--- config.mk ---
export PLATFORM = sky130hd
export DESIGN_NAME = pcm_frame_downmix
export DESIGN_NICKNAME = d
export VERILOG_FILES = /design/src/hdl/pfd_pkg.sv /design/src/hdl/pfd_ctrl.sv /design/src/hdl/pfd_dp.sv /design/src/hdl/pcm_frame_downmix.sv
export SDC_FILE = /design/constraint.sdc
export NUM_CORES = 1
export LEC_CHECK = 0
export CAP_MARGIN = 20
export CORE_ASPECT_RATIO = 0.6
export CORE_MARGIN = 3
export CORE_UTILIZATION = 35
export CTS_BUF_LIST = sky130_fd_sc_hd__clkbuf_16
export DETAILED_ROUTE_END_ITERATION = 6
export DONT_BUFFER_PORTS = 1
export GPL_ROUTABILITY_DRIVEN = 1
export GPL_TIMING_DRIVEN = 1
export MAX_ROUTING_LAYER = met4
export PLACE_DENSITY_LB_ADDON = 0.25
export REMOVE_ABC_BUFFERS = 1
export SETUP_SLACK_MARGIN = 0.3
export SLEW_MARGIN = 5
export SYNTH_ARGS = -nofsm -noshare
export SYNTH_HDL_FRONTEND = slang
export SYNTH_HIERARCHICAL = 1
export SYNTH_SLANG_ARGS = --single-unit
--- constraint.sdc ---
create_clock -name clk -period 16.7 [get_ports clk]
set_clock_uncertainty 0.15 [all_clocks]
set_input_delay 0.835 -clock clk [delete_from_list [all_inputs] [get_ports clk]]
set_output_delay 0.835 -clock clk [all_outputs]
set_load 0.01 [all_outputs]
--- src/hdl/pfd_pkg.sv ---
package pfd_pkg;

	// Default build values
	localparam int MAX_CHANNELS_DEF = 8;
	localparam int FRAC_BITS_DEF    = 30;

	// Register indexes on the configuration port
	localparam int CFG_IDX_W  = 2;
	localparam int CFG_DATA_W = 4;
	localparam logic [CFG_IDX_W-1:0] REG_SAMPLE_FORMAT = 2'd0;
	localparam logic [CFG_IDX_W-1:0] REG_CHANNEL_COUNT = 2'd1;

	// Sample format codes
	localparam logic [1:0] FMT_U8  = 2'd0;
	localparam logic [1:0] FMT_S16 = 2'd1;
	localparam logic [1:0] FMT_S32 = 2'd2;
	localparam logic [1:0] FMT_F32 = 2'd3;

	// Reset values of the registers
	localparam logic [1:0] FORMAT_RST = FMT_S16;
	localparam logic [3:0] COUNT_RST  = 4'd1;

	// Quotient bits produced per cycle by the channel-count divider
	localparam int DIV_BITS = 8;

	// Full-scale divisors 2^k - 1 of the integer formats
	localparam int K16 = 15;
	localparam int K32 = 31;

	// Controller to datapath
	typedef struct packed {
		logic cfg_write;
		logic take_byte;
		logic norm_load;
		logic fold_step;
		logic accum;
		logic div_load;
		logic div_step;
		logic emit;
		logic clear;
	} pfd_cmd_t;

	// Datapath to controller
	typedef struct packed {
		logic sample_last;
		logic frame_last;
		logic fold_done;
	} pfd_sts_t;

endpackage

--- src/hdl/pfd_ctrl.sv ---
module pfd_ctrl #(
	parameter int MAX_CHANNELS = pfd_pkg::MAX_CHANNELS_DEF,
	parameter int FRAC_BITS    = pfd_pkg::FRAC_BITS_DEF
) (
	input  logic              clk,
	input  logic              arst_n,
	input  logic              in_valid,
	output logic              in_ready,
	input  logic              chunk_end,
	input  logic              cfg_valid,
	output logic              cfg_ready,
	output logic              out_valid,
	input  logic              out_ready,
	output pfd_pkg::pfd_cmd_t cmd,
	input  pfd_pkg::pfd_sts_t sts
);
	import pfd_pkg::*;

	localparam int SUM_W   = $clog2(MAX_CHANNELS) + FRAC_BITS + 2;
	localparam int DIV_CYC = (SUM_W + DIV_BITS - 1) / DIV_BITS;
	localparam int DCW     = $clog2(DIV_CYC);

	localparam logic [2:0] S_IDLE  = 3'd0;
	localparam logic [2:0] S_NLOAD = 3'd1;
	localparam logic [2:0] S_FOLD  = 3'd2;
	localparam logic [2:0] S_DLOAD = 3'd3;
	localparam logic [2:0] S_DIV   = 3'd4;
	localparam logic [2:0] S_EMIT  = 3'd5;

	logic [2:0]     state_q, state_d;
	logic [DCW-1:0] dcnt_q;
	logic           pend_q;
	logic           out_valid_q;
	logic           in_acc;
	logic           out_free;

	assign in_ready  = (state_q == S_IDLE) && !cfg_valid;
	assign cfg_ready = (state_q == S_IDLE);
	assign out_valid = out_valid_q;
	assign in_acc    = in_valid && in_ready;
	assign out_free  = !out_valid_q || out_ready;

	// Next state and commands
	always_comb begin
		state_d = state_q;
		cmd     = '0;
		unique case (state_q)
			S_IDLE: begin
				cmd.cfg_write = cfg_valid;
				cmd.take_byte = in_acc;
				if (in_acc) begin
					if (sts.sample_last) begin
						state_d = S_NLOAD;
					end else begin
						cmd.clear = chunk_end;
					end
				end
			end
			S_NLOAD: begin
				cmd.norm_load = 1'b1;
				state_d       = S_FOLD;
			end
			S_FOLD: begin
				if (sts.fold_done) begin
					cmd.accum = 1'b1;
					if (sts.frame_last) begin
						state_d = S_DLOAD;
					end else begin
						cmd.clear = pend_q;
						state_d   = S_IDLE;
					end
				end else begin
					cmd.fold_step = 1'b1;
				end
			end
			S_DLOAD: begin
				cmd.div_load = 1'b1;
				state_d      = S_DIV;
			end
			S_DIV: begin
				cmd.div_step = 1'b1;
				if (dcnt_q == DCW'(DIV_CYC - 1)) begin
					state_d = S_EMIT;
				end
			end
			S_EMIT: begin
				if (out_free) begin
					cmd.emit  = 1'b1;
					cmd.clear = 1'b1;
					state_d   = S_IDLE;
				end
			end
			default: state_d = S_IDLE;
		endcase
	end

	// State, divider step count, pending chunk mark, output valid
	always_ff @(posedge clk or negedge arst_n) begin
		if (!arst_n) begin
			state_q     <= S_IDLE;
			dcnt_q      <= '0;
			pend_q      <= 1'b0;
			out_valid_q <= 1'b0;
		end else begin
			state_q <= state_d;
			if (cmd.div_load) begin
				dcnt_q <= '0;
			end else if (cmd.div_step) begin
				dcnt_q <= dcnt_q + DCW'(1);
			end
			if (in_acc) begin
				pend_q <= chunk_end;
			end
			if (cmd.emit) begin
				out_valid_q <= 1'b1;
			end else if (out_ready) begin
				out_valid_q <= 1'b0;
			end
		end
	end

endmodule

--- src/hdl/pfd_dp.sv ---
module pfd_dp #(
	parameter int MAX_CHANNELS = pfd_pkg::MAX_CHANNELS_DEF,
	parameter int FRAC_BITS    = pfd_pkg::FRAC_BITS_DEF
) (
	input  logic                             clk,
	input  logic                             arst_n,
	input  pfd_pkg::pfd_cmd_t                cmd,
	output pfd_pkg::pfd_sts_t                sts,
	input  logic [pfd_pkg::CFG_IDX_W-1:0]    cfg_index,
	input  logic [pfd_pkg::CFG_DATA_W-1:0]   cfg_data,
	input  logic [7:0]                       data_byte,
	output logic signed [31:0]               mono_sample
);
	import pfd_pkg::*;

	localparam int SUM_W   = $clog2(MAX_CHANNELS) + FRAC_BITS + 2;
	localparam int DIV_CYC = (SUM_W + DIV_BITS - 1) / DIV_BITS;
	localparam int PAD_W   = DIV_CYC * DIV_BITS;
	localparam int CW      = $clog2(MAX_CHANNELS + 1);
	localparam int NW      = FRAC_BITS + 32;
	localparam int QW      = FRAC_BITS + 2;
	localparam int NORMW   = FRAC_BITS + 2;
	localparam int MAGW    = FRAC_BITS + 1;

	localparam logic [QW-1:0]   ONE_Q   = QW'(1) << FRAC_BITS;
	localparam logic [MAGW-1:0] ONE_M   = MAGW'(1) << FRAC_BITS;
	localparam logic [NW-1:0]   D16     = (NW'(1) << K16) - NW'(1);
	localparam logic [NW-1:0]   D32     = (NW'(1) << K32) - NW'(1);
	localparam logic [NW-1:0]   LO16    = D16;
	localparam logic [NW-1:0]   LO32    = D32;

	// Configuration and frame state
	logic [1:0]              fmt_q;
	logic [3:0]              cnt_q;
	logic [1:0]              byte_pos_q;
	logic [CW-1:0]           ch_pos_q;
	logic signed [SUM_W-1:0] sum_q;

	// Payload registers
	logic [31:0]             asm_q;
	logic [NW-1:0]           r_q;
	logic [QW-1:0]           q_q;
	logic [PAD_W-1:0]        dn_q;
	logic [CW-1:0]           rem_q;
	logic                    neg_q;
	logic signed [31:0]      mono_q;

	logic                    clr;
	logic [4:0]              cnt5;
	logic [CW-1:0]           count;
	logic                    is16;

	assign clr  = cmd.clear || cmd.cfg_write;
	assign is16 = (fmt_q == FMT_S16);

	// Effective channel count: zero reads as one, large values saturate
	always_comb begin
		cnt5 = {1'b0, cnt_q};
		if (cnt5 == 5'd0) begin
			count = CW'(1);
		end else if (cnt5 > 5'(MAX_CHANNELS)) begin
			count = CW'(MAX_CHANNELS);
		end else begin
			count = CW'(cnt5);
		end
	end

	// Status toward the controller
	logic [NW-1:0] f_hi, f_lo, f_d;
	always_comb begin
		f_hi = is16 ? (r_q >> K16) : (r_q >> K32);
		f_lo = is16 ? (r_q & LO16) : (r_q & LO32);
		f_d  = is16 ? D16 : D32;
		sts.sample_last = (fmt_q == FMT_U8) || (is16 && byte_pos_q == 2'd1) ||
			(byte_pos_q == 2'd3);
		sts.frame_last  = ({1'b0, ch_pos_q} + (CW+1)'(1)) >= {1'b0, count};
		sts.fold_done   = (fmt_q == FMT_U8) || (fmt_q == FMT_F32) ||
			((f_hi == '0) && (r_q != f_d));
	end

	// Magnitude of a signed integer sample, plus half the divisor
	logic [32:0]   nl_mag;
	logic [NW-1:0] nl_n;
	always_comb begin
		if (is16) begin
			nl_mag = asm_q[15] ? 33'(17'h10000 - {1'b0, asm_q[15:0]}) : 33'(asm_q[15:0]);
		end else begin
			nl_mag = asm_q[31] ? (33'h1_0000_0000 - {1'b0, asm_q}) : {1'b0, asm_q};
		end
		nl_n = (NW'(nl_mag) << FRAC_BITS) + (f_d >> 1);
	end

	// Float to fixed
	logic [7:0]        f_ex, f_exe;
	logic [23:0]       f_man;
	logic signed [9:0] f_sh;
	logic [9:0]        f_rs;
	logic [24:0]       f_rnd;
	logic [MAGW-1:0]   f_mag;
	always_comb begin
		f_ex  = asm_q[30:23];
		f_exe = (f_ex == 8'd0) ? 8'd1 : f_ex;
		f_man = {(f_ex != 8'd0), asm_q[22:0]};
		f_sh  = $signed({2'b00, f_exe}) + 10'(FRAC_BITS - 150);
		f_rs  = 10'(-f_sh);
		f_rnd = {1'b0, f_man} + (25'd1 << (f_rs[4:0] - 5'd1));
		if (f_ex == 8'hFF) begin
			f_mag = '0;
		end else if (f_ex >= 8'd127) begin
			f_mag = ONE_M;
		end else if (!f_sh[9]) begin
			f_mag = MAGW'(f_man) << f_sh[2:0];
		end else if (f_rs >= 10'd25) begin
			f_mag = '0;
		end else begin
			f_mag = MAGW'(f_rnd >> f_rs[4:0]);
		end
	end

	// Normalized sample of the current channel
	logic signed [7:0]       u8d;
	logic [MAGW-1:0]         qc;
	logic signed [NORMW-1:0] nmag, norm;
	always_comb begin
		u8d  = $signed({~asm_q[7], asm_q[6:0]});
		qc   = (q_q > ONE_Q) ? ONE_M : q_q[MAGW-1:0];
		nmag = '0;
		norm = '0;
		case (fmt_q)
			FMT_U8: begin
				norm = NORMW'(u8d) <<< (FRAC_BITS - 7);
			end
			FMT_S16: begin
				nmag = NORMW'(qc);
				norm = asm_q[15] ? -nmag : nmag;
			end
			FMT_S32: begin
				nmag = NORMW'(qc);
				norm = asm_q[31] ? -nmag : nmag;
			end
			default: begin
				nmag = NORMW'(f_mag);
				norm = asm_q[31] ? -nmag : nmag;
			end
		endcase
	end

	// Frame sum magnitude; half of the count is added for rounding at divider load
	logic [SUM_W-1:0] s_abs;
	always_comb begin
		s_abs = sum_q[SUM_W-1] ? SUM_W'(-sum_q) : SUM_W'(sum_q);
	end

	// Divider by the channel count, DIV_BITS restoring steps per cycle
	logic [PAD_W-1:0] d_dn;
	logic [CW-1:0]    d_rem;
	logic [CW:0]      d_tmp;
	always_comb begin
		d_dn  = dn_q;
		d_rem = rem_q;
		d_tmp = '0;
		for (int i = 0; i < DIV_BITS; i++) begin
			d_tmp = {d_rem, d_dn[PAD_W-1]};
			d_dn  = {d_dn[PAD_W-2:0], 1'b0};
			if (d_tmp >= {1'b0, count}) begin
				d_rem   = CW'(d_tmp - {1'b0, count});
				d_dn[0] = 1'b1;
			end else begin
				d_rem = d_tmp[CW-1:0];
			end
		end
	end

	// Control state
	always_ff @(posedge clk or negedge arst_n) begin
		if (!arst_n) begin
			fmt_q      <= FORMAT_RST;
			cnt_q      <= COUNT_RST;
			byte_pos_q <= '0;
			ch_pos_q   <= '0;
			sum_q      <= '0;
		end else begin
			if (cmd.cfg_write) begin
				unique case (cfg_index)
					REG_SAMPLE_FORMAT: fmt_q <= cfg_data[1:0];
					REG_CHANNEL_COUNT: cnt_q <= cfg_data[3:0];
					default: ;
				endcase
			end
			if (clr) begin
				byte_pos_q <= '0;
				ch_pos_q   <= '0;
				sum_q      <= '0;
			end else begin
				if (cmd.take_byte) begin
					byte_pos_q <= sts.sample_last ? 2'd0 : byte_pos_q + 2'd1;
				end
				if (cmd.accum) begin
					ch_pos_q <= ch_pos_q + CW'(1);
					sum_q    <= sum_q + SUM_W'(norm);
				end
			end
		end
	end

	// Sample assembly, fold unit, divider and output data
	always_ff @(posedge clk) begin
		if (cmd.take_byte) begin
			case (byte_pos_q)
				2'd0:    asm_q[7:0]   <= data_byte;
				2'd1:    asm_q[15:8]  <= data_byte;
				2'd2:    asm_q[23:16] <= data_byte;
				default: asm_q[31:24] <= data_byte;
			endcase
		end
		// N / (2^k - 1): fold high part onto low part until below the divisor
		if (cmd.norm_load) begin
			r_q <= nl_n;
			q_q <= '0;
		end else if (cmd.fold_step) begin
			if (f_hi != '0) begin
				r_q <= f_lo + f_hi;
				q_q <= q_q + QW'(f_hi);
			end else begin
				r_q <= '0;
				q_q <= q_q + QW'(1);
			end
		end
		if (cmd.div_load) begin
			dn_q  <= PAD_W'(s_abs + SUM_W'(count >> 1));
			rem_q <= '0;
			neg_q <= sum_q[SUM_W-1];
		end else if (cmd.div_step) begin
			dn_q  <= d_dn;
			rem_q <= d_rem;
		end
		if (cmd.emit) begin
			mono_q <= neg_q ? -$signed(32'(dn_q)) : $signed(32'(dn_q));
		end
	end

	assign mono_sample = mono_q;

endmodule

--- src/hdl/pcm_frame_downmix.sv ---
// Interleaved little-endian PCM bytes in, one mono sample per frame out.
// Input channel: in_valid/in_ready with data_byte and chunk_end, one byte an
// item. Output channel: out_valid/out_ready with mono_sample, signed Q2.30
// (FRAC_BITS fractional bits), the rounded average of the frame's channels.
// Configuration channel: cfg_valid/cfg_ready with cfg_index and cfg_data;
// index 0 is sample_format, index 1 is channel_count, other indexes are
// ignored. A write drops any partial sample and frame.
// Steps: a byte that finishes a sample goes to the normalize step and, for
// 16- and 32-bit samples, to the fold unit dividing by full scale. A byte
// that finishes a frame then goes to the channel-count divider; the frame
// sum is SUM_W = clog2(MAX_CHANNELS) + FRAC_BITS + 2 bits wide.
// Reset: format signed 16-bit, one channel, empty frame, no result held.
// The result sits in an output register; more bytes are taken while it
// waits. Input is held off while a sample or frame is worked on, while
// cfg_valid is high, and when the next frame is done while out_ready is still low.
module pcm_frame_downmix #(
	parameter int MAX_CHANNELS = pfd_pkg::MAX_CHANNELS_DEF,
	parameter int FRAC_BITS    = pfd_pkg::FRAC_BITS_DEF
) (
	input  logic                           clk,
	input  logic                           arst_n,
	input  logic                           in_valid,
	output logic                           in_ready,
	input  logic [7:0]                     data_byte,
	input  logic                           chunk_end,
	output logic                           out_valid,
	input  logic                           out_ready,
	output logic signed [31:0]             mono_sample,
	input  logic                           cfg_valid,
	output logic                           cfg_ready,
	input  logic [pfd_pkg::CFG_IDX_W-1:0]  cfg_index,
	input  logic [pfd_pkg::CFG_DATA_W-1:0] cfg_data
);
	import pfd_pkg::*;

	pfd_cmd_t cmd;
	pfd_sts_t sts;

	pfd_ctrl #(
		.MAX_CHANNELS(MAX_CHANNELS),
		.FRAC_BITS   (FRAC_BITS)
	) u_ctrl (
		.clk      (clk),
		.arst_n   (arst_n),
		.in_valid (in_valid),
		.in_ready (in_ready),
		.chunk_end(chunk_end),
		.cfg_valid(cfg_valid),
		.cfg_ready(cfg_ready),
		.out_valid(out_valid),
		.out_ready(out_ready),
		.cmd      (cmd),
		.sts      (sts)
	);

	pfd_dp #(
		.MAX_CHANNELS(MAX_CHANNELS),
		.FRAC_BITS   (FRAC_BITS)
	) u_dp (
		.clk        (clk),
		.arst_n     (arst_n),
		.cmd        (cmd),
		.sts        (sts),
		.cfg_index  (cfg_index),
		.cfg_data   (cfg_data),
		.data_byte  (data_byte),
		.mono_sample(mono_sample)
	);

endmodule
==> results.cfg, run 1 <==
[final_layout]
final_common_cell = nor2_1
post-route-util_pct = 38.2
diodes = 0
area_delta_synth_final_pct = 7.01
nNetsFinal = 3326
drive_above_1_share_pct = 8.99
final_cell_mix = nor2_1 (301), nand2_1 (267), a21oi_1 (197), ha_1 (196), o21ai_0 (196)

[timing]
slew_viol_final = 0
period_share_pct = 88.6
final_hold_viol_count = 0
fin_setup_tns_ns = 0
fmax_mhz = 67.6
worst_pin_slew_ns = 1.04
fin_ws_ns = 1.90
finalSetupViolations = 0
slew_headroom_pct = 30.8
min_period_ns = 14.80
rsz0062_at_grt = no

[setup_path]
criticalPathCategory = reg2reg
arrival_ns = 15.07
required_ns = 16.97
crit_path_top_delay_cell = nor2_1
path_max_fanout = 13
startpoint_type = flip-flop
crit_path_max_incr_delay_ns = 0.61
crit_path_end_kind = flip-flop

[synthesis]
async_reset_ff_share_pct = 21.3
synth_area_mm2 = 0.0272
yosys_most_used_dff = edfxtp_1
synth_warnings = 6
synthCells = 3196
synth_edf_count = 167
avgSynthCellArea_um2 = 8.52
synth-seq-cells = 258
yosysSeqAreaShare_pct = 26.1
synthDistinctLibCells = 110

[global_route]
grt_usage_pct = 23.2
antenna_found_initial = 0
grt_pass1_wl_um = 144000
grt_use_met2_pct = 26.2
busiest_layer = met1
grt_max_degree = 76
use_met1_pct = 38.3
globalRouteMet3Util_pct = 7.68
overflow = 0
grt_pass1_vias = 22300

[status]
status = finished clean

[floorplanning]
initial_core_util_pct = 35.7
die_x_um = 366
num_io_pins = 55
core_area_mm2 = 0.0763
die_area_mm2 = 0.0813
die_h_um = 222
rows = 78

[flow_run]
cap_violations = 0

[placed_design]
place_congestion = 0.974
io_buffers = 0
hpwl_um = 73100
dp_slack_ns = 2.06

[clock_tree]
cts.clk_slew.worst_paths_ns = 0.07
clkLatencyLatePin_ns = 0.59
cts_tree = built
htree_levels = 1
cts_root_buf = clkbuf_16
cts_buffers = 27
clockBufferDepth = 3
clock_sinks = 258

[detailed_routing]
wl_per_cell_um = 22.9
drc = 0
drt_wl_total_um = 95000
drtAntennaViolNets = 0
drt_pre_antenna_iters = 6
vias_per_cell = 6.00
drt_first_iter_violations = 3062
num_vias = 24900

[hold_path]
hold_path_class = in2reg
[kinds of logic (layout without fill, tap and decap cells)]
kind of cell,Yosys count,in the layout,synth area share (%)
and+or+nand+nor,1070,1070,19.4
buffers and inverters,263,182,3.94
muxes,246,246,9.88
AOI/OAI and AO/OA,864,864,21.5
adders and majority gates,211,211,10.1
DFF,258,258,26.1
xor gates and xnor gates,284,284,9.14
[path summary, 6_finish.rpt]
kind                                       start                to  slack (ns)  cells past startpoint
worst max register to register     u_dp/cnt_q[0]     u_dp/rem_q[1]        1.90                     60
worst max-delay path               u_dp/cnt_q[0]     u_dp/rem_q[1]        1.90                     60
worst min register to register  u_ctrl/dcnt_q[2]  u_ctrl/dcnt_q[2]        0.34                      1
max in group asynchronous                 arst_n     u_dp/cnt_q[0]       15.41                      2
worst min-delay path                data_byte[5]    u_dp/asm_q[21]        0.20                      0
min in group asynchronous                 arst_n    u_dp/sum_q[26]        0.61                      2
[final cells by class]
| cell class | instances | area (um^2) |
|---|---|---|
| Fill cell | 7852 | 47200 |
| Multi-Input combinational cell | 2675 | 19100 |
| Sequential cell | 258 | 7110 |
| Tap cell | 1040 | 1300 |
| Clock buffer | 27 | 676 |
| Inverter | 97 | 364 |
| Timing Repair Buffer | 36 | 293 |
| Clock inverter | 22 | 283 |
[timing repair]
action,in CTS,in global routing
buffers inserted,0,0
endpoints found under the hold margin,55,0
resized for setup,0,0
hold buffers,2,0
[per-stage QoR]
step	hold WS, ns	area [um^2]	cells
floorplan	0.301	26500	3030
global placement	0.324	28100	4104
detailed placement	0.336	28100	4104
CTS	0.182	29100	4155
global route	0.184	29100	4155
finish	0.205	29100	4155
[sequential cells by signal, summed over array words and instances, names as in the netlist]
signal            count
u_dp/r_q             62
u_dp/dn_q            40
u_dp/sum_q           35
u_dp/asm_q           32
u_dp/mono_sample     32
u_dp/q_q             32
u_dp/ch_pos_q         4
u_dp/cnt_q            4
u_dp/rem_q            4
u_ctrl/dcnt_q         3
u_ctrl/state_q        3
u_dp/byte_pos_q       2
u_dp/fmt_q            2
u_ctrl/out_valid      1
u_ctrl/pend_q         1
u_dp/neg_q            1
[per-layer routing]
metal	part of all wire [%]	wire [um]
met5	0	0
met4	0.76	725
met2	34	32200
met3	12	11500
met1	53	50500
[cell usage after synthesis (all sizes together) (69+ instances only)]
library cell	n	area share [%]
xor2	115	3.7
o21ai	202	3.7
a21o	69	1.9
inv	96	1.3
nor2	304	4.2
nand2	267	3.7
edfxtp	167	18
nand3	69	1.3
nor3	85	1.6
mux2i	130	4.8
clkbuf	122	1.7
xnor2	169	5.4
ha	198	9.1
mux2	110	4.6
a21oi	199	3.7
[critical path, delay by kind of cell, from the launching register on]
kind	cells	cell delay, ns
AOI/OAI and AO/OA	27	5.73
and+or+nand+nor	14	3.21
muxes	7	2.39
adders and majority gates	8	2.29
DFF	1	0.53
buffers and inverters	4	0.31
Power of run 1 is left out: the tool's default activity adds up to more than one toggle a clock period on the data nets, which glitch-free logic cannot reach.
==> run 2, diff against run 1 <==
--- a/config.mk
+++ b/config.mk
@@ -8,7 +8,7 @@
 export CAP_MARGIN = 20
 export CORE_ASPECT_RATIO = 0.6
 export CORE_MARGIN = 3
-export CORE_UTILIZATION = 35
+export CORE_UTILIZATION = 25
 export CTS_BUF_LIST = sky130_fd_sc_hd__clkbuf_16
 export DETAILED_ROUTE_END_ITERATION = 6
 export DONT_BUFFER_PORTS = 1
==> constraint.sdc (replaced) <==
create_clock -name clk -period 18.7 [get_ports clk]
set_clock_uncertainty 0.15 [all_clocks]
set_input_delay 0.935 -clock clk [delete_from_list [all_inputs] [get_ports clk]]
set_output_delay 0.935 -clock clk [all_outputs]
set_load 0.01 [all_outputs]
==> run 2 against run 1 <==
Count of clock-buffer cells in the layout up 2. Flip-flop and latch count unchanged. Largest cell class unchanged. Register-to-register slack better by 1.9 ns. Critical path depth down 2.
==> results.cfg, run 2 (synthesized netlist as in run 1, its figures left out) <==
[setup_path]
crit_family = compound AO/OA/AOI/OAI gates
crit_path_end_kind = flip-flop
path_max_fanout = 13
critPathBufInv = 4
regToRegSetupSlack_ns = 3.84
startpoint_type = flip-flop
crit_path_max_incr_delay_ns = 0.58
criticalPathCategory = reg2reg
arrival_ns = 15.16
crit_path_top_delay_cell = a2111oi_4
cp_common_cell = ha_1
required_ns = 19.00

[floorplanning]
die_h_um = 262
initial_core_util_pct = 25.3
core_area_mm2 = 0.108
die_x_um = 432
rows = 93
die_area_mm2 = 0.113
num_io_pins = 55

[final_layout]
fillers = 11500
area_delta_synth_final_pct = 9.11
nNetsFinal = 3330
diodes = 0
drive_above_1_share_pct = 9.22
largest_reg_flops = 62
reg.largest.list = u_dp/r_q x62, u_dp/dn_q x40, u_dp/sum_q x35
regArea_mm2 = 0.00711
multi_input_area_mm2 = 0.0191
final_cell_mix = nor2_1 (301), nand2_1 (267), a21oi_1 (197), ha_1 (196), o21ai_0 (196)
final_common_cell = nor2_1
largest-register = u_dp/r_q

[global_route]
grt_max_degree = 77
grt_pass1_wl_um = 150000
grt_usage_pct = 17.8
grt_pass1_vias = 22300
antenna_found_initial = 2
overflow = 0

[detailed_routing]
vias_per_cell = 5.49
drt_pre_antenna_iters = 6
drt_first_iter_violations = 2889
num_vias = 25000
wl_per_cell_um = 22.2
drc = 0
drt_wl_total_um = 101000
drtAntennaViolNets = 0

[clock_tree]
cts.clk_slew.worst_paths_ns = 0.07
cts_buffers = 29
cts_setup_buffers = 0
clkLatencyLatePin_ns = 0.63
clock_sinks = 258
cts_root_buf = clkbuf_16
clockBufferDepth = 3
htree_levels = 1
cts_tree = built

[timing]
slew_headroom_pct = 29.3
slew_viol_final = 0
period_share_pct = 79.5
finalSetupViolations = 0
min_period_ns = 14.86
rsz0062_at_grt = no
fin_setup_tns_ns = 0
worst_pin_slew_ns = 1.05
final_hold_viol_count = 0
fmax_mhz = 67.3

[placed_design]
io_buffers = 0
place_congestion = 0.962
hpwl_um = 77900

[hold_path]
hold_path_class = in2async

[status]
status = finished clean

[flow_run]
cap_violations = 0
## run 2: cell type report
type	count	area share [%]
sequential	258	23.9
multi-input combinational	2675	64.3
clock inverter	25	1.04
tap	1425	6.00
clock buffer	29	2.44
inverter	97	1.23
timing repair buffer	38	1.04
## run 2: per-stage QoR
step	hold WS (ns)	util (%)	area, um^2	setup slack [ns]	instances
2_1_floorplan	0.301	-	26500	5.99	3030
3_3_place_gp	0.326	26.6	28600	4.31	4491
3_5_place_dp	0.330	26.6	28600	4.03	4491
4_1_cts	0.0343	27.6	29700	3.97	4547
5_1_grt	0.0453	27.6	29700	2.78	4547
6_report	0.0531	27.6	29700	3.84	4547
## run 2: worst paths after layout
kind,from,to,depth (start not counted)
worst min-delay path,arst_n,u_dp/ch_pos_q[1],1
min in group clk,data_byte[1],u_dp/asm_q[9],0
worst max-delay path,u_dp/cnt_q[3],u_dp/rem_q[1],58
worst max register to register,u_dp/cnt_q[3],u_dp/rem_q[1],58
worst min register to register,u_ctrl/dcnt_q[2],u_ctrl/dcnt_q[2],1
max in group asynchronous,arst_n,u_dp/cnt_q[0],1
## run 2: timing repair
| item | CTS | global route |
|---|---|---|
| hold buffers | 2 | 0 |
| endpoints found under the hold margin | 53 | 0 |
| endpoints found under the setup margin | 0 | 0 |
| gates resized for setup | 0 | 0 |
## run 2: worst register-to-register path: cells and delay by family (launching register included)
| family | cells | cell delay [ns] |
|---|---|---|
| AO/OA/AOI/OAI | 27 | 6.19 |
| flip-flops | 1 | 0.42 |
| AND/OR/NAND/NOR | 11 | 2.38 |
| adder cells (fa/ha/maj) | 8 | 2.48 |
| multiplexers | 8 | 2.65 |
| buffers and inverters | 4 | 0.44 |
## run 2: routing by layer
layer | vias to the layer above | wire length, um | GRT usage [%]
li1 | 11800 | - | -
met5 | - | 0 | -
met2 | 1032 | 33600 | 19.5
met1 | 12100 | 55500 | 29.7
met3 | 66 | 11100 | 5.67
met4 | 0 | 918 | 1.93
Power of run 2 is left out for the same reason.
